File: config.mk
export PLATFORM = sky130hd
export DESIGN_NAME = token_byte_stuffer
export DESIGN_NICKNAME = d
export VERILOG_FILES = /design/src/hdl/tbs_pkg.sv /design/src/hdl/token_byte_stuffer.sv /design/src/hdl/tbs_window.sv /design/src/hdl/tbs_emit.sv
export SDC_FILE = /design/constraint.sdc
export NUM_CORES = 1
export LEC_CHECK = 0
export CAP_MARGIN = 20
export CELL_PAD_IN_SITES_DETAIL_PLACEMENT = 0
export CELL_PAD_IN_SITES_GLOBAL_PLACEMENT = 1
export CORE_MARGIN = 10
export CORE_UTILIZATION = 30
export CTS_BUF_LIST = sky130_fd_sc_hd__clkbuf_8 sky130_fd_sc_hd__clkbuf_16
export DETAILED_ROUTE_END_ITERATION = 6
export DONT_BUFFER_PORTS = 1
export HOLD_SLACK_MARGIN = 0.06
export PLACE_DENSITY = 0.58
export SETUP_SLACK_MARGIN = 0.05
export SYNTH_ARGS = -nofsm -noshare
export SYNTH_HDL_FRONTEND = slang
export SYNTH_HIERARCHICAL = 1
export SYNTH_SLANG_ARGS = --single-unit
export TNS_END_PERCENT = 1
File: constraint.sdc
create_clock -name clk -period 6.7 [get_ports clk]
set_input_delay 1.34 -clock clk [delete_from_list [all_inputs] [get_ports clk]]
set_output_delay 1.34 -clock clk [all_outputs]
set_load 0.1 [all_outputs]
File: src/hdl/tbs_pkg.sv
// shared types and token constants for the token byte stuffer
`default_nettype none

package tbs_pkg;

	localparam int FLAG_LEN  = 5;
	localparam int ESC_LEN   = 4;
	localparam int WIN_DEPTH = 4;
	localparam int WIN_MAX   = WIN_DEPTH + 1;

	localparam logic [7:0] FLAG_TOK [FLAG_LEN] = '{8'h66, 8'h6C, 8'h61, 8'h67, 8'h20};
	localparam logic [7:0] ESC_TOK  [ESC_LEN]  = '{8'h65, 8'h73, 8'h63, 8'h20};

	// everything one input beat has to emit
	typedef struct packed {
		logic                        open;
		logic                        close;
		logic [2:0]                  nbyte;
		logic [WIN_MAX-1:0]          esc;
		logic [WIN_MAX-1:0][7:0]     bytes;
	} job_t;

endpackage

`default_nettype wire

File: src/hdl/token_byte_stuffer.sv
// top level of the token byte stuffer: framing and escaping of a byte stream
//
// Frames a message that arrives one byte per input beat, frame_end on the last
// beat. The first beat of a frame sends the opening token "flag ", every data
// byte at which a whole "flag " or "esc " token starts is preceded by an
// inserted "esc ", and the closing beat flushes the four-byte look-ahead window
// (matching only tokens that still fit) and ends with "flag ", whose last byte
// carries frame_done. A beat with has_byte low and frame_end high closes the
// frame (or sends an empty frame); a beat with both low is taken and dropped.
// Rate: one output byte per cycle while out_ready does not stall the output; a
// beat yielding zero or one byte is then taken every cycle, one yielding more (up
// to 14) holds the input until its last byte is out, set by the single output byte
// lane. An accepted beat passes the job register, then the output register, before
// its first output byte. run_last marks the last output byte of each input beat.
`default_nettype none

module token_byte_stuffer
	import tbs_pkg::*;
(
	input  wire logic       clk,
	input  wire logic       arst_n,

	// input beats
	input  wire logic       in_valid,
	output logic            in_ready,
	input  wire logic [7:0] data_byte,
	input  wire logic       has_byte,
	input  wire logic       frame_end,

	// stuffed byte stream
	output logic            out_valid,
	input  wire logic       out_ready,
	output logic [7:0]      out_byte,
	output logic            run_last,
	output logic            frame_done
);

	job_t job;
	logic job_valid;
	logic load_ok;
	logic accept;

	// a new beat is taken when the sequencer is idle or is sending the last byte of its job
	assign in_ready = load_ok;
	assign accept   = in_valid && in_ready;

	// window update and escape decisions happen at acceptance
	tbs_window u_window (
		.clk       (clk),
		.arst_n    (arst_n),
		.accept    (accept),
		.data_byte (data_byte),
		.has_byte  (has_byte),
		.frame_end (frame_end),
		.job       (job),
		.job_valid (job_valid)
	);

	// beats that emit nothing never reach the sequencer
	tbs_emit u_emit (
		.clk        (clk),
		.arst_n     (arst_n),
		.load       (accept && job_valid),
		.job        (job),
		.load_ok    (load_ok),
		.out_valid  (out_valid),
		.out_ready  (out_ready),
		.out_byte   (out_byte),
		.run_last   (run_last),
		.frame_done (frame_done)
	);

endmodule

`default_nettype wire

File: src/hdl/tbs_window.sv
// look-ahead window, frame state and escape decisions for one input beat
`default_nettype none

module tbs_window
	import tbs_pkg::*;
(
	input  wire logic       clk,
	input  wire logic       arst_n,
	input  wire logic       accept,
	input  wire logic [7:0] data_byte,
	input  wire logic       has_byte,
	input  wire logic       frame_end,
	output job_t            job,
	output logic            job_valid
);

	logic [7:0] pend_q [WIN_DEPTH];
	logic [2:0] count_q;
	logic       in_frame_q;

	logic [7:0] win     [WIN_MAX];
	logic [7:0] win_ext [WIN_MAX + FLAG_LEN - 1];
	logic [2:0] n_eff;
	logic [2:0] n;
	logic [2:0] ndec;

	always_comb begin
		logic flag_m;
		logic esc_m;
		n_eff = in_frame_q ? count_q : 3'd0;
		n     = n_eff + {2'b00, has_byte};
		for (int i = 0; i < WIN_DEPTH; i++) begin
			win[i] = (3'(i) < n_eff) ? pend_q[i] : data_byte;
		end
		win[WIN_DEPTH] = data_byte;
		for (int i = 0; i < WIN_MAX + FLAG_LEN - 1; i++) begin
			win_ext[i] = (i < WIN_MAX) ? win[(i < WIN_MAX) ? i : 0] : 8'h00;
		end
		if (frame_end) begin
			ndec = n;
		end else begin
			ndec = (n == 3'(WIN_MAX)) ? 3'd1 : 3'd0;
		end
		job.open  = !in_frame_q;
		job.close = frame_end;
		job.nbyte = ndec;
		for (int i = 0; i < WIN_MAX; i++) begin
			// a token counts only if all its bytes are in the window
			flag_m = ((4'(i) + 4'(FLAG_LEN)) <= {1'b0, n});
			esc_m  = ((4'(i) + 4'(ESC_LEN)) <= {1'b0, n});
			for (int t = 0; t < FLAG_LEN; t++) begin
				if (win_ext[i + t] != FLAG_TOK[t]) begin
					flag_m = 1'b0;
				end
			end
			for (int t = 0; t < ESC_LEN; t++) begin
				if (win_ext[i + t] != ESC_TOK[t]) begin
					esc_m = 1'b0;
				end
			end
			job.esc[i]   = flag_m | esc_m;
			job.bytes[i] = win[i];
		end
		job_valid = (has_byte | frame_end) && (!in_frame_q || ndec != 3'd0 || frame_end);
	end

	always_ff @(posedge clk or negedge arst_n) begin
		if (!arst_n) begin
			count_q    <= 3'd0;
			in_frame_q <= 1'b0;
		end else if (accept && (has_byte || frame_end)) begin
			if (frame_end) begin
				count_q    <= 3'd0;
				in_frame_q <= 1'b0;
			end else begin
				count_q    <= n - ndec;
				in_frame_q <= 1'b1;
			end
		end
	end

	// without frame_end at most the oldest byte leaves the window
	always_ff @(posedge clk) begin
		if (accept && has_byte && !frame_end) begin
			for (int i = 0; i < WIN_DEPTH; i++) begin
				pend_q[i] <= ndec[0] ? win[i + 1] : win[i];
			end
		end
	end

endmodule

`default_nettype wire

File: src/hdl/tbs_emit.sv
// sequencer that walks one job out as a byte stream through an output register
`default_nettype none

module tbs_emit
	import tbs_pkg::*;
(
	input  wire logic       clk,
	input  wire logic       arst_n,
	input  wire logic       load,
	input  job_t            job,
	output logic            load_ok,
	output logic            out_valid,
	input  wire logic       out_ready,
	output logic [7:0]      out_byte,
	output logic            run_last,
	output logic            frame_done
);

	typedef enum logic [3:0] {
		PH_OPEN  = 4'b0001,
		PH_ESC   = 4'b0010,
		PH_DATA  = 4'b0100,
		PH_CLOSE = 4'b1000
	} phase_t;

	typedef struct packed {
		logic   more;
		phase_t ph;
	} entry_t;

	// where the stream goes once bytes before idx are out
	function automatic entry_t entry_at(job_t j, logic [2:0] idx);
		entry_t e;
		if (idx < j.nbyte) begin
			e.more = 1'b1;
			e.ph   = j.esc[idx] ? PH_ESC : PH_DATA;
		end else begin
			e.more = j.close;
			e.ph   = PH_CLOSE;
		end
		return e;
	endfunction

	job_t       job_s1;
	logic       job_valid_s1;
	phase_t     phase_q;
	logic [2:0] tok_q;
	logic [2:0] bi_q;

	logic       advance;
	logic [7:0] step_byte;
	logic       step_last;
	logic       step_done;
	phase_t     nxt_phase;
	logic [2:0] nxt_tok;
	logic [2:0] nxt_bi;
	entry_t     ent_next;
	entry_t     ent_load;

	assign advance  = job_valid_s1 && (!out_valid || out_ready);
	assign load_ok  = !job_valid_s1 || (advance && step_last);
	assign ent_load = entry_at(job, 3'd0);

	always_comb begin
		step_byte = 8'h00;
		step_last = 1'b0;
		step_done = 1'b0;
		nxt_phase = phase_q;
		nxt_tok   = tok_q + 3'd1;
		nxt_bi    = bi_q;
		ent_next  = entry_at(job_s1, bi_q + 3'd1);
		unique case (phase_q)
			PH_OPEN: begin
				step_byte = FLAG_TOK[tok_q];
				if (tok_q == 3'(FLAG_LEN - 1)) begin
					ent_next  = entry_at(job_s1, 3'd0);
					nxt_phase = ent_next.ph;
					nxt_tok   = 3'd0;
					step_last = !ent_next.more;
				end
			end
			PH_ESC: begin
				step_byte = ESC_TOK[tok_q[1:0]];
				if (tok_q == 3'(ESC_LEN - 1)) begin
					nxt_phase = PH_DATA;
					nxt_tok   = 3'd0;
				end
			end
			PH_DATA: begin
				step_byte = job_s1.bytes[bi_q];
				nxt_phase = ent_next.ph;
				nxt_tok   = 3'd0;
				nxt_bi    = bi_q + 3'd1;
				step_last = !ent_next.more;
			end
			PH_CLOSE: begin
				step_byte = FLAG_TOK[tok_q];
				step_last = (tok_q == 3'(FLAG_LEN - 1));
				step_done = step_last;
			end
			default: begin
				step_last = 1'b1;
			end
		endcase
	end

	always_ff @(posedge clk or negedge arst_n) begin
		if (!arst_n) begin
			job_valid_s1 <= 1'b0;
			phase_q      <= PH_OPEN;
			tok_q        <= 3'd0;
			bi_q         <= 3'd0;
			out_valid    <= 1'b0;
		end else begin
			if (load) begin
				job_valid_s1 <= 1'b1;
				phase_q      <= job.open ? PH_OPEN : ent_load.ph;
				tok_q        <= 3'd0;
				bi_q         <= 3'd0;
			end else if (advance) begin
				job_valid_s1 <= !step_last;
				phase_q      <= nxt_phase;
				tok_q        <= nxt_tok;
				bi_q         <= nxt_bi;
			end
			if (advance) begin
				out_valid <= 1'b1;
			end else if (out_ready) begin
				out_valid <= 1'b0;
			end
		end
	end

	always_ff @(posedge clk) begin
		if (load) begin
			job_s1 <= job;
		end
		if (advance) begin
			out_byte   <= step_byte;
			run_last   <= step_last;
			frame_done <= step_done;
		end
	end

endmodule

`default_nettype wire
### Word level (Yosys, flattened, before mapping)

Memories as Yosys holds them, arrays and structs flattened.
Cells that the tools add are included.

| storage, ports and cells | value |
|---|---|
| register bits after elaboration | 72 |
| logic and storage cells | 154 |
| memories kept | 2 |
| bits in writable memories | 32 |
| bits in read-only memories | 64 |
| output and inout port bits | 12 |
| input bits | 14 |

| cells by class | value |
|---|---|
| multiplexer cells | 62 |
| equal/unequal tests | 21 |
| reductions and logical operators | 29 |
| order comparisons | 13 |
| $add $sub $neg | 4 |
| bitwise logic cells | 4 |

Memories:

| memory | words | width | rd ports | clocked after memory_dff | write ports | RTL line | text |
|---|---|---|---|---|---|---|---|
| (no name shown) | 8 | 8 | 1 | 0 | 0 | tbs_emit.sv:97 | `step_byte = FLAG_TOK[tok_q];` |
| u_window.pend_q | 4 | 8 | 4 | 0 | 4 | tbs_window.sv:17 | `logic [7:0] pend_q [WIN_DEPTH];` |

Operator list:

| cell | number |
|---|---|
| $mux 8 | 13 |
| $ne 8x7->1 const B | 10 |
| $mux 3 | 13 |
| $bmux 8 s3 | 1 |
| $mux 4 | 6 |
| $pmux 8 s3 | 1 |
| $mux 5 | 4 |
| $mux 1 | 19 |
| $bmux 8 s2 | 1 |
| $ne 8x6->1 const B | 2 |
| $lt 1x3->1 const A | 4 |
| $pmux 4 s3 | 1 |
| $pmux 3 s3 | 1 |
| $logic_and 1x1->1 | 8 |
| $lt 3x4->1 const B | 2 |
| $logic_not 1->1 | 7 |
| $add 3x1->3 const B | 2 |
| $eq 3x3->1 const B | 2 |
| $le 3x3->1 const A | 2 |
| $lt 2x3->1 const A | 2 |
| $ne 3x1->1 const B | 2 |
| $reduce_bool 2->1 | 3 |
| $logic_or 1x1->1 | 5 |
| $eq 4x1->1 const B | 1 |
| other kinds (20) | 21 |

### Depth between registers and ports, before layout

Gate-level depths: netlist of run 1.

| depth | value |
|---|---|
| word-level depth | 14 |
| mapped depth | 16 |
| gate-level depth less buffers | 13 |

### Hierarchy

The synthesis of run 1 kept the hierarchy.

Modules (own cells, without submodules):

| module | area an instance (um^2) | cells an instance | instances |
|---|---|---|---|
| tbs_emit | 3121.7 | 209 | 1 |
| tbs_window | 2597.5 | 260 | 1 |
| token_byte_stuffer | 12.5 | 2 | 1 |

### Worst setup path after synthesis of run 1

OpenSTA, ideal clock, no wires.

| timing | value |
|---|---|
| path kind | register -> register |
| start | reg u_emit.bi_q[0] |
| end | reg u_emit.phase_q[3] |
| setup time | 0.125 ns |
| clock period less this slack | 5.534 ns |
| buffers on the path | 1 |
| stages on the path, launching flop included | 12 |
| path slack | 1.166 ns |
| required time | 6.575 ns |
| arrival time | 5.409 ns |
| cells stage by stage | dfrtp_1 ha_1 xor2_1 ha_1 nand2_1 o21ai_0 a21oi_1 o221ai_1 and3_1 clkbuf_1 o22ai_1 mux2_4 |

| between the ends | value |
|---|---|
| word-level cells in the longest chain between the ends | 11 |

Ends and longest elaborated chain:

| what | RTL line | text |
|---|---|---|
| from (decl) | tbs_emit.sv:48 | `logic [2:0] bi_q;` |
| from (signal assigned) | tbs_emit.sv:124 | `bi_q <= nxt_bi;` |
| $add 3x1->3 (*) | tbs_emit.sv:71 | `ent_next = entry_at(job_s1, bi_q + 3'd1);` |
| $lt 3x3->1 (*) | tbs_emit.sv:34 | `if (idx < j.nbyte) begin` |
| $mux 5 (*) | tbs_emit.sv:34 |  |
| $logic_not 1->1 (*) | tbs_emit.sv:94 | `step_last = !ent_next.more;` |
| $pmux 1 s4 (*) | tbs_emit.sv:72 | `unique case (phase_q)` |
| $logic_and 1x1->1 (*) | tbs_emit.sv:61 | `assign load_ok = !job_valid_s1 \|\| (advance && step_last);` |
| $logic_or 1x1->1 (*) | tbs_emit.sv:61 |  |
| via in_ready | token_byte_stuffer.sv:25 | `output logic in_ready,` |
| $logic_and 1x1->1 (*) | token_byte_stuffer.sv:45 | `assign accept = in_valid && in_ready;` |
| $logic_and 1x1->1 (*) | token_byte_stuffer.sv:63 | `.load (accept && job_valid),` |
| $ne 3x1->1 (no line) (tied with other cells) | -- |  |
| $reduce_and 4->1 (no line) | -- |  |
| to (signal assigned) | tbs_emit.sv:117 | `phase_q <= job.open ? PH_OPEN : ent_load.ph;` |
| to (signal assigned) | tbs_emit.sv:122 | `phase_q <= nxt_phase;` |
| to (decl) | tbs_emit.sv:46 | `phase_t phase_q;` |

Mark *: on every way through the listed nets, which the timed path passes. The rest lies on a longest branch. The select of a mux whose other input is x is not followed.
A chain may end at the register's enable or synchronous reset.

### Final worst setup path of run 1

| timing | value |
|---|---|
| start | reg u_emit.bi_q[0] |
| end | out in_ready |

| between the ends | value |
|---|---|
| word-level cells in the longest chain between the ends | 7 |

Ends and longest elaborated chain:

| what | RTL line |
|---|---|
| $add 3x1->3 | tbs_emit.sv:71 |
| $lt 3x3->1 | tbs_emit.sv:34 |
| $mux 5 | tbs_emit.sv:34 |
| $logic_not 1->1 | tbs_emit.sv:94 |
| $pmux 1 s4 | tbs_emit.sv:72 |
| $logic_and 1x1->1 | tbs_emit.sv:61 |
| $logic_or 1x1->1 | tbs_emit.sv:61 |
| to (decl) | token_byte_stuffer.sv:25 |

Every way passes these cells.

==> impl_metrics.env, run 1 <==
export IMPL_tns_ns=0
export IMPL_cts_sink_count=107
export IMPL_critPathBufInv=1
export IMPL_synthTopCellsByArea="edfxtp_1 48%, dfrtp_1 6.5%, mux2i_1 6.1%"
export IMPL_portBuffers=0
export IMPL_final_cell_count_no_fill=692
export IMPL_holdBufCountCts=0
export IMPL_combPwrFrac=0.291
export IMPL_yosys_cell_types_count=68
export IMPL_netSwitchingFraction=0.410
export IMPL_rsz0062_at_grt="no"
export IMPL_slew_viol_final=0
export IMPL_r2r_end="u_emit/phase_q[3]$_DFFE_PN0P_"
export IMPL_crit_path_max_fanout=14
export IMPL_required_ns=5.36
export IMPL_routabilityCongestion=0.833
export IMPL_power_per_cell_area_mw_per_mm2=413
export IMPL_crit_path_max_incr_delay_ns=0.81
export IMPL_hold_end="u_emit/out_valid$_DFFE_PN0P_"
export IMPL_grt_usage=0.107
export IMPL_internal_power_mw=1.50
export IMPL_dpl_instance_area_mm2=0.00589
export IMPL_cts_clk_slew_worst_paths_ns=0.07
export IMPL_dr_pass1_iters=5
export IMPL_holdPathStages=1
export IMPL_place_hpwl_um=9370
export IMPL_seq_area_frac_synth=0.547
export IMPL_hold_viol_final=0
export IMPL_min_from="u_emit/job_valid_s1$_DFFE_PN0P_"
export IMPL_cts_buffers=9
export IMPL_crit_family="flip-flops"
export IMPL_syn_area_per_cell_um2=12.2
export IMPL_timing_rr_start="u_emit/bi_q[0]$_DFFE_PN0P_"
export IMPL_p_sw_mw=1.05
export IMPL_outcome="completed"
export IMPL_synth_top_area_frac=0.477
export IMPL_r2r_setup_slack_ns=2.48
export IMPL_hp_class="flop to flop"
export IMPL_r2r_cells=13
export IMPL_slowest_stage="dfrtp_1"
export IMPL_antenna_cells=0
export IMPL_vias=3525
export IMPL_power_share_clock=0.196
export IMPL_wl_per_cell_um=18.6
export IMPL_cts_resized_gates=0
export IMPL_postCtsSetupRepairBufs=0
export IMPL_insertion_delay_ns=0.35
export IMPL_cts_root_buf="clkbuf_16"
export IMPL_die_area_mm2=0.0250
export IMPL_setup_slack_ns=2.39
export IMPL_cp_startpoint="u_emit/bi_q[0]$_DFFE_PN0P_"
export IMPL_fmaxAchievable_mhz=232
export IMPL_start_kind="flop"
export IMPL_coreArea_mm2=0.0188
export IMPL_netlist_instances=471
export IMPL_ant_nets=0
export IMPL_cp_common_cell="ha_1"
export IMPL_cts_tree="built"
export IMPL_dp_slack_ns=2.27
export IMPL_vias_per_cell=5.09
export IMPL_cts_buffer_depth=2
export IMPL_final_area_mm2=0.00616
export IMPL_die_w_um=158
export IMPL_chipHeight_um=158
export IMPL_leakage_nw=2.38
export IMPL_slew_headroom=0.293
export IMPL_yosysWarnings=6
export IMPL_worstSetupEndpointType="output port"
export IMPL_synth_seq_cells=107
export IMPL_yosys_area_top_type="edfxtp_1"
export IMPL_synth_edf_count=91
export IMPL_overflow=0
export IMPL_area_growth_pct=7.51
export IMPL_ios=26
export IMPL_arrival_ns=2.97
export IMPL_worst_pin_slew_ns=1.05
export IMPL_grt_max_degree=63
export IMPL_synthTopCellsByCount="91 x edfxtp_1, 35 x inv_1, 35 x mux2i_1"
export IMPL_grt_pass1_vias=3470
export IMPL_fin_skew_ns=0.00809
export IMPL_crit_type="flop to output port"
export IMPL_drt_wl_total_um=12900
export IMPL_synth_most_common_cell="edfxtp_1"
export IMPL_h_tree_depth=3
export IMPL_start_util=0.305
export IMPL_grt_pass1_wl_um=20400
export IMPL_drt_iter0_drc=239
export IMPL_layout_drive_gt1_share=0.133
export IMPL_seqPwrFrac=0.512
export IMPL_num_nets_final=478
export IMPL_fin_crit_ns=4.31
export IMPL_dp_cells=676
export IMPL_fp_row_count=50
export IMPL_antenna_found_initial=0
export IMPL_synthArstFlopShare=0.150
export IMPL_synthFlopType="edfxtp_1"
export IMPL_drv_cap=0
export IMPL_finalSetupViolations=0
export IMPL_drc=0
export IMPL_worstPathCellList="ha_1 > xor2_1 > ha_1 > nand2_1 > o21ai_0 > a21oi_1 > o221ai_2 > buf_4"
export IMPL_ir_worst_vdd_mv=0.178
export IMPL_period_share=0.643
export IMPL_syn_area_mm2=0.00573
metrics by stage:
stage / util / hold slack, ns / total power [mW]
floorplan: - / 0.456 / 1.88
global route: 0.328 / 0.574 / 2.70
detailed placement: 0.314 / 0.510 / 2.07
CTS: 0.328 / 0.543 / 2.58
global placement: 0.314 / 0.500 / 2.06
finish: 0.328 / 0.547 / 2.55
kinds of logic after synthesis:
logic type,after synthesis,synth area share
AND/OR/NAND/NOR,128,0.122
adder cells (fa/ha/maj),11,0.0240
flip-flops,107,0.547
other,1,0.000654
XOR/XNOR,5,0.00764
buffers and inverters,72,0.0594
multiplexers,66,0.140
AO/OA/AOI/OAI,81,0.0989
layout by cell type (no fill, tap or decap), drive strengths merged, types with 5 or more instances in the layout:
cell    instances
nor2           34
nand2          25
a22oi           9
and2            9
dfrtp          15
clkbuf          9
o21ai          13
nor3            5
nand2b          6
mux2i          35
a21oi          27
edfxtp         91
nor2b           6
buf             5
nand3          10
mux2           22
mux4            9
inv            37
ha             11
worst max path at each step:
stage,to,slack (ns),depth (start not counted)
2_1_floorplan,u_emit/phase_q[3]$_DFFE_PN0P_,1.17,11
3_3_place_gp,u_emit/phase_q[3]$_DFFE_PN0P_,2.31,13
3_5_place_dp,u_emit/phase_q[3]$_DFFE_PN0P_,2.27,13
4_1_cts,in_ready,2.33,8
5_1_grt,u_emit/phase_q[2]$_DFFE_PN0P_,2.01,14
6_report,in_ready,2.39,8
flip-flops by register name, indices dropped and copies added, names as in the netlist:
register	cells
u_emit/bi_q	3
u_emit/frame_done	1
u_emit/tok_q	3
u_emit/job_valid_s1	1
u_emit/out_valid	1
u_window/count_q	3
u_window/in_frame_q	1
u_emit/out_byte	8
u_window/pend_q	32
u_emit/job_s1	49
u_emit/run_last	1
u_emit/phase_q	4
power by group through the flow:
| stage | clock, mW | combinational (mW) | sequential (mW) |
|---|---|---|---|
| after global routing | 0.543 | 0.823 | 1.33 |
| after CTS | 0.519 | 0.747 | 1.31 |
| after global placement | 0 | 0.739 | 1.32 |
| final | 0.500 | 0.742 | 1.30 |
| after floorplan | 0 | 0.649 | 1.23 |
| after detailed placement | 0 | 0.746 | 1.32 |
final cells by class:
class,count,area (µm²)
clock inverter,7,51.3
timing repair buffer,5,37.5
fill,1844,12600
tap,234,293
sequential,107,3130
clock buffer,9,225
inverter,36,135
multi-input combinational,294,2290
routing by layer:
metal	share of wire	up-vias	global-route usage	wire, µm
met3	0.046	13	0.0296	589
li1	-	1715	-	-
met4	0.013	0	0.0326	167
met5	0	-	0	0
met1	0.47	1726	0.136	6080
met2	0.47	71	0.174	6040
Power figures use the tool's default switching activity.
==> run 2, diff against run 1 <==
--- a/config.mk
+++ b/config.mk
@@ -5,6 +5,7 @@
 export SDC_FILE = /design/constraint.sdc
 export NUM_CORES = 1
 export LEC_CHECK = 0
+export ABC_AREA = 1
 export CAP_MARGIN = 20
 export CELL_PAD_IN_SITES_DETAIL_PLACEMENT = 0
 export CELL_PAD_IN_SITES_GLOBAL_PLACEMENT = 1
@@ -14,7 +15,7 @@
 export DETAILED_ROUTE_END_ITERATION = 6
 export DONT_BUFFER_PORTS = 1
 export HOLD_SLACK_MARGIN = 0.06
-export PLACE_DENSITY = 0.58
+export PLACE_DENSITY = 0.6
 export SETUP_SLACK_MARGIN = 0.05
 export SYNTH_ARGS = -nofsm -noshare
 export SYNTH_HDL_FRONTEND = slang
==> constraint.sdc (replaced) <==
create_clock -name clk -period 4 [get_ports clk]
set_input_delay 0.8 -clock clk [delete_from_list [all_inputs] [get_ports clk]]
set_output_delay 0.8 -clock clk [all_outputs]
set_load 0.1 [all_outputs]
==> run 2 against run 1 <==
Wire length increased by 23%; sequential power increased by 60%; clock skew about the same; sequential share of layout area decreased by 1.2 points; power increased by 78%; combinational power increased by 110%; global-route usage increased by 1.9 points; critical path depth increased by 4; final cell count increased by 35%; sequential cell count unchanged; die area increased by 1.4%; final area increased by 2.4%.
==> impl_metrics.env, run 2 <==
export IMPL_vias_per_cell=4.76
export IMPL_routabilityCongestion=0.894
export IMPL_synth_seq_cells=107
export IMPL_crit_type="flop to output port"
export IMPL_final_area_mm2=0.00631
export IMPL_grt_usage=0.126
export IMPL_hold_viol_final=0
export IMPL_finalPower_mw=4.52
export IMPL_synthFlopType="edfxtp_1"
export IMPL_power_per_cell_area_mw_per_mm2=716
export IMPL_area_growth_pct=8.40
export IMPL_synthTopCellsByArea="edfxtp_1 47%, nand2_1 13%, dfrtp_1 6.4%"
export IMPL_grt_pass1_wl_um=25400
export IMPL_n_fill_cell=2009
export IMPL_postCtsSetupRepairBufs=0
export IMPL_vias=4460
export IMPL_cts_buffer_depth=2
export IMPL_final_cell_count_no_fill=937
export IMPL_period_share=0.869
export IMPL_place_hpwl_um=11900
export IMPL_yosys_area_top_type="edfxtp_1"
export IMPL_synthTopCellsByCount="206 x nand2_1, 91 x edfxtp_1, 71 x inv_1"
export IMPL_internal_power_mw=2.46
export IMPL_fp_row_count=50
export IMPL_synth_most_common_cell="nand2_1"
export IMPL_slew_viol_final=0
export IMPL_outcome="completed"
export IMPL_layout_drive_gt1_share=0.0857
export IMPL_worstSetupEndpointType="output port"
export IMPL_die_w_um=159
export IMPL_power_share_clock=0.190
export IMPL_antenna_cells=0
export IMPL_setup_slack_ns=0.525
export IMPL_seq_area_frac_synth=0.538
export IMPL_top_register="u_emit/job_s1"
export IMPL_start_kind="flop"
export IMPL_drt_wl_total_um=15900
export IMPL_dpl_instance_area_mm2=0.00603
export IMPL_hp_class="input port to asynchronous set/reset pin"
export IMPL_start_util=0.308
export IMPL_arrival_ns=2.68
export IMPL_fin_skew_ns=0.00819
export IMPL_yosysWarnings=6
export IMPL_netlist_instances=681
export IMPL_h_tree_depth=3
export IMPL_cts_tree="built"
export IMPL_fmaxAchievable_mhz=288
export IMPL_cts_resized_gates=0
export IMPL_crit_path_max_fanout=9
export IMPL_grt_pass1_vias=4316
export IMPL_dr_pass1_iters=5
export IMPL_ant_nets=0
export IMPL_synth_top_area_frac=0.469
export IMPL_drv_cap=0
export IMPL_cts_clk_slew_worst_paths_ns=0.08
export IMPL_final_cell_mix="206 x nand2_1, 91 x edfxtp_1, 72 x inv_1"
export IMPL_worst_pin_slew_ns=0.893
export IMPL_grt_max_degree=51
export IMPL_drc=0
export IMPL_insertion_delay_ns=0.36
export IMPL_coreArea_mm2=0.0189
export IMPL_ios=26
export IMPL_dp_slack_ns=0.766
export IMPL_tns_ns=0
export IMPL_overflow=0
export IMPL_drt_iter0_drc=378
export IMPL_fin_crit_ns=3.48
export IMPL_finalSetupViolations=0
export IMPL_combPwrFrac=0.350
export IMPL_reg_top3="u_emit/job_s1 (49), u_window/pend_q (32), u_emit/out_byte (8)"
export IMPL_portBuffers=0
export IMPL_num_nets_final=697
export IMPL_layout_commonest_cell="nand2_1"
export IMPL_syn_area_mm2=0.00582
export IMPL_leakage_nw=2.69
export IMPL_ir_worst_vdd_mv=0.207
export IMPL_p_sw_mw=2.06
export IMPL_largest_reg_flops=49
export IMPL_rsz0062_at_grt="no"
export IMPL_synth_edf_count=91
export IMPL_slew_headroom=0.406
export IMPL_required_ns=3.20
export IMPL_cts_buffers=9
export IMPL_dp_cells=921
export IMPL_holdBufCountCts=0
export IMPL_syn_area_per_cell_um2=8.55
export IMPL_synthArstFlopShare=0.150
export IMPL_chipHeight_um=159
export IMPL_cts_root_buf="clkbuf_16"
export IMPL_netSwitchingFraction=0.455
export IMPL_wl_per_cell_um=16.9
export IMPL_yosys_cell_types_count=40
export IMPL_antenna_found_initial=0
export IMPL_die_area_mm2=0.0254
export IMPL_seqPwrFrac=0.460
export IMPL_cts_sink_count=107
==> run 2: changes by cell type in the layout (fill, tap and decap cells not counted), sizes merged, moves of 9 or more <==
cell   change
nand2    +194
inv       +44
o21ai     +54
nor2      +43
mux2i     -35
and2       -9
a21oi     -16
mux2      -22
a22oi      -9
mux4       -9
nand3     +44
==> run 2: routing by layer <==
| layer | wire length (µm) | part of all wire | GRT usage | vias to the layer above |
|---|---|---|---|---|
| met5 | 0 | 0 | 0 | - |
| met4 | 270 | 0.017 | 0.0371 | 0 |
| met3 | 965 | 0.061 | 0.0318 | 24 |
| met2 | 7050 | 0.44 | 0.189 | 114 |
| met1 | 7570 | 0.48 | 0.176 | 2122 |
| li1 | - | - | - | 2200 |
==> run 2: worst paths after layout <==
kind / to / slack [ns] / start / depth (start not counted)
setup / recovery: in_ready / 0.52 / u_emit/bi_q[1]$_DFFE_PN0P_ / 12
hold / removal: u_emit/phase_q[3]$_DFFE_PN0P_ / 0.13 / arst_n / 0
setup reg to reg: u_window/pend_q[1][6]$_DFFE_PP_ / 0.74 / u_emit/bi_q[1]$_DFFE_PN0P_ / 16
hold reg to reg: u_window/count_q[1]$_DFFE_PN0P_ / 0.51 / u_window/count_q[1]$_DFFE_PN0P_ / 2
max in group asynchronous: u_emit/phase_q[0]$_DFFE_PN1P_ / 3.70 / arst_n / 0
min in group clk: u_window/count_q[1]$_DFFE_PN0P_ / 0.51 / u_window/count_q[1]$_DFFE_PN0P_ / 2
==> run 2: final cells by class <==
cell class	instances	area (µm²)	share of cell area
clock buffer	9	225	0.0357
clock inverter	7	52.6	0.00833
inverter	77	289	0.0458
multi-input combinational	467	2210	0.350
sequential	107	3130	0.497
tap	260	325	0.0515
timing repair buffer	10	75.1	0.0119
==> run 2: critical path: stages (launching register included) <==
cell and delay [ns]:
dfrtp_1 0.55, ha_1 0.29, xor2_1 0.27, ha_1 0.29, a21oi_1 0.13, nand2_1 0.11
nand2_2 0.09, o21ai_2 0.05, nand2_1 0.06, nand2_1 0.06, nand2_1 0.07, nand2_2 0.08
buf_4 0.24
==> run 2: per-stage QoR <==
stage                util  hold slack [ns]
finish              0.334            0.127
global route        0.334            0.107
CTS                 0.334            0.108
detailed placement  0.319            0.498
global placement    0.319            0.490
floorplan               -            0.449
==> run 2: cells by family (layout without fill, tap and decap cells) <==
kind of cell | count (synthesis) | count (layout) | share of synthesized area
other | 1 | 3 | 0.000644
DFF | 107 | 107 | 0.538
AOI/OAI and AO/OA | 89 | 89 | 0.0832
xor gates and xnor gates | 2 | 2 | 0.00301
buffers and inverters | 109 | 103 | 0.0847
and+or+nand+nor | 362 | 362 | 0.267
adders and majority gates | 11 | 11 | 0.0236
==> run 2: power by group through the flow <==
stage | Clock [mW] | Combinational (mW) | Sequential, mW
2_1_floorplan | 0 | 1.16 | 2.10
3_3_place_gp | 0 | 1.58 | 2.10
3_5_place_dp | 0 | 1.59 | 2.11
4_1_cts | 0.889 | 1.59 | 2.08
5_1_grt | 0.925 | 1.80 | 2.11
6_report | 0.861 | 1.58 | 2.08
==> run 3, diff against run 2 <==
--- a/config.mk
+++ b/config.mk
@@ -15,7 +15,7 @@
 export DETAILED_ROUTE_END_ITERATION = 6
 export DONT_BUFFER_PORTS = 1
 export HOLD_SLACK_MARGIN = 0.06
-export PLACE_DENSITY = 0.6
+export PLACE_DENSITY = 0.64
 export SETUP_SLACK_MARGIN = 0.05
 export SYNTH_ARGS = -nofsm -noshare
 export SYNTH_HDL_FRONTEND = slang
==> run 3 against run 2 <==
Wire length is 1.3% lower; register-to-register slack better by 0.10 ns; critical path depth stayed put; via count is 0.18% lower; combinational power hardly changed; worst setup slack better by 0.11 ns; sequential share of layout area hardly changed; clock power is 0.8% lower; worst hold slack better by 0.0089 ns; highest routed layer unchanged.
==> impl_metrics.env, run 3 (synthesized netlist as in run 2, its figures left out) <==
export IMPL_cts_resized_gates=0
export IMPL_cts_buffer_depth=2
export IMPL_arrival_ns=2.57
export IMPL_antenna_found_initial=0
export IMPL_top_register="u_emit/job_s1"
export IMPL_hold_viol_final=0
export IMPL_start_kind="flop"
export IMPL_drv_cap=0
export IMPL_fin_skew_ns=0.0117
export IMPL_crit_path_max_incr_delay_ns=0.57
export IMPL_largest_reg_flops=49
export IMPL_dp_slack_ns=0.831
export IMPL_ir_worst_vdd_mv=0.256
export IMPL_final_area_mm2=0.00631
export IMPL_final_cell_mix="206 x nand2_1, 91 x edfxtp_1, 71 x inv_1"
export IMPL_vias_per_cell=4.75
export IMPL_grt_pass1_wl_um=24800
export IMPL_layout_commonest_cell="nand2_1"
export IMPL_n_fill_cell=2019
export IMPL_period_share=0.842
export IMPL_die_w_um=159
export IMPL_reg_top3="u_emit/job_s1 (49), u_window/pend_q (32), u_emit/out_byte (8)"
export IMPL_holdBufCountCts=0
export IMPL_slew_headroom=0.393
export IMPL_grt_usage=0.122
export IMPL_area_growth_pct=8.38
export IMPL_grt_max_degree=51
export IMPL_ios=26
export IMPL_leakage_nw=2.69
export IMPL_portBuffers=0
export IMPL_drt_iter0_drc=359
export IMPL_crit_path_max_fanout=9
export IMPL_coreArea_mm2=0.0189
export IMPL_layout_drive_gt1_share=0.0871
export IMPL_setup_slack_ns=0.631
export IMPL_place_hpwl_um=11600
export IMPL_rsz0062_at_grt="no"
export IMPL_cts_root_buf="clkbuf_16"
export IMPL_finalPower_mw=4.53
export IMPL_drt_wl_total_um=15600
export IMPL_grt_pass1_vias=4321
export IMPL_worstSetupEndpointType="output port"
export IMPL_worstPathCellList="ha_1 > xor2_1 > ha_1 > a21oi_1 > nand2_1 > nand2_2 > o21ai_2 > nand2_1 > nand2_1 > nand2_1 > nand2_2 > buf_4"
export IMPL_ant_nets=0
export IMPL_power_per_cell_area_mw_per_mm2=718
export IMPL_worst_pin_slew_ns=0.913
export IMPL_overflow=0
export IMPL_outcome="completed"
export IMPL_routabilityCongestion=0.844
export IMPL_fmaxAchievable_mhz=297
export IMPL_slew_viol_final=0
export IMPL_crit_type="flop to output port"
export IMPL_num_nets_final=697
export IMPL_vias=4452
export IMPL_start_util=0.308
export IMPL_dr_pass1_iters=5
export IMPL_antenna_cells=0
export IMPL_dpl_instance_area_mm2=0.00603
export IMPL_cts_sink_count=107
export IMPL_cts_buffers=9
export IMPL_fin_crit_ns=3.37
export IMPL_fp_row_count=50
export IMPL_chipHeight_um=159
export IMPL_hp_class="input port to asynchronous set/reset pin"
export IMPL_die_area_mm2=0.0254
export IMPL_drc=0
export IMPL_postCtsSetupRepairBufs=0
export IMPL_h_tree_depth=3
export IMPL_finalSetupViolations=0
export IMPL_cts_tree="built"
export IMPL_critPathBufInv=1
export IMPL_insertion_delay_ns=0.36
export IMPL_wl_per_cell_um=16.7
export IMPL_cts_clk_slew_worst_paths_ns=0.07
export IMPL_required_ns=3.20
export IMPL_crit_family="adder cells"
export IMPL_cp_common_cell="nand2_1"
export IMPL_slowest_stage="dfrtp_1"
export IMPL_finalCoreUtilization=0.334
[run 3: area by class of cell]
cell class	instances	area (µm²)	share of cell area
multi-input cells	467	2210	0.350
flip-flops and latches	107	3130	0.497
repair buffers	10	75.1	0.0119
clock buffers	9	225	0.0357
clock inverters	7	51.3	0.00813
inverters	77	289	0.0458
well taps	260	325	0.0515
[run 3: path summary, 6_finish.rpt]
path,cells after the start,from,slack [ns],endpoint
max,12,u_emit/bi_q[1]$_DFFE_PN0P_,0.63,in_ready
max reg2reg,19,u_emit/bi_q[1]$_DFFE_PN0P_,0.84,u_emit/phase_q[3]$_DFFE_PN0P_
max in group asynchronous,0,arst_n,3.69,u_emit/phase_q[0]$_DFFE_PN1P_
min in group clk,2,u_window/count_q[1]$_DFFE_PN0P_,0.50,u_window/count_q[1]$_DFFE_PN0P_
min reg2reg,2,u_window/count_q[1]$_DFFE_PN0P_,0.50,u_window/count_q[1]$_DFFE_PN0P_
min,0,arst_n,0.14,u_emit/phase_q[3]$_DFFE_PN0P_
[run 3: through the flow]
step	setup TNS [ns]	cells	hold WS, ns
floorplan	-6.18	683	0.449
global placement	0	921	0.475
detailed placement	0	921	0.493
CTS	0	937	0.121
global route	0	937	0.113
finish	0	937	0.136
[run 3: layer usage]
layer / GRT usage / share of wire / vias up
met5: 0 / 0 / -
li1: - / - / 2202
met1: 0.166 / 0.47 / 2096
met2: 0.192 / 0.46 / 138
met4: 0.0257 / 0.010 / 0
met3: 0.0287 / 0.058 / 16
[run 3: report_power, final]
part	internal, mW	switching [mW]	total [mW]
Sequential	1.59	0.481	2.07
Combinational	0.441	1.16	1.60
Clock	0.428	0.427	0.854
Total	2.46	2.07	4.53
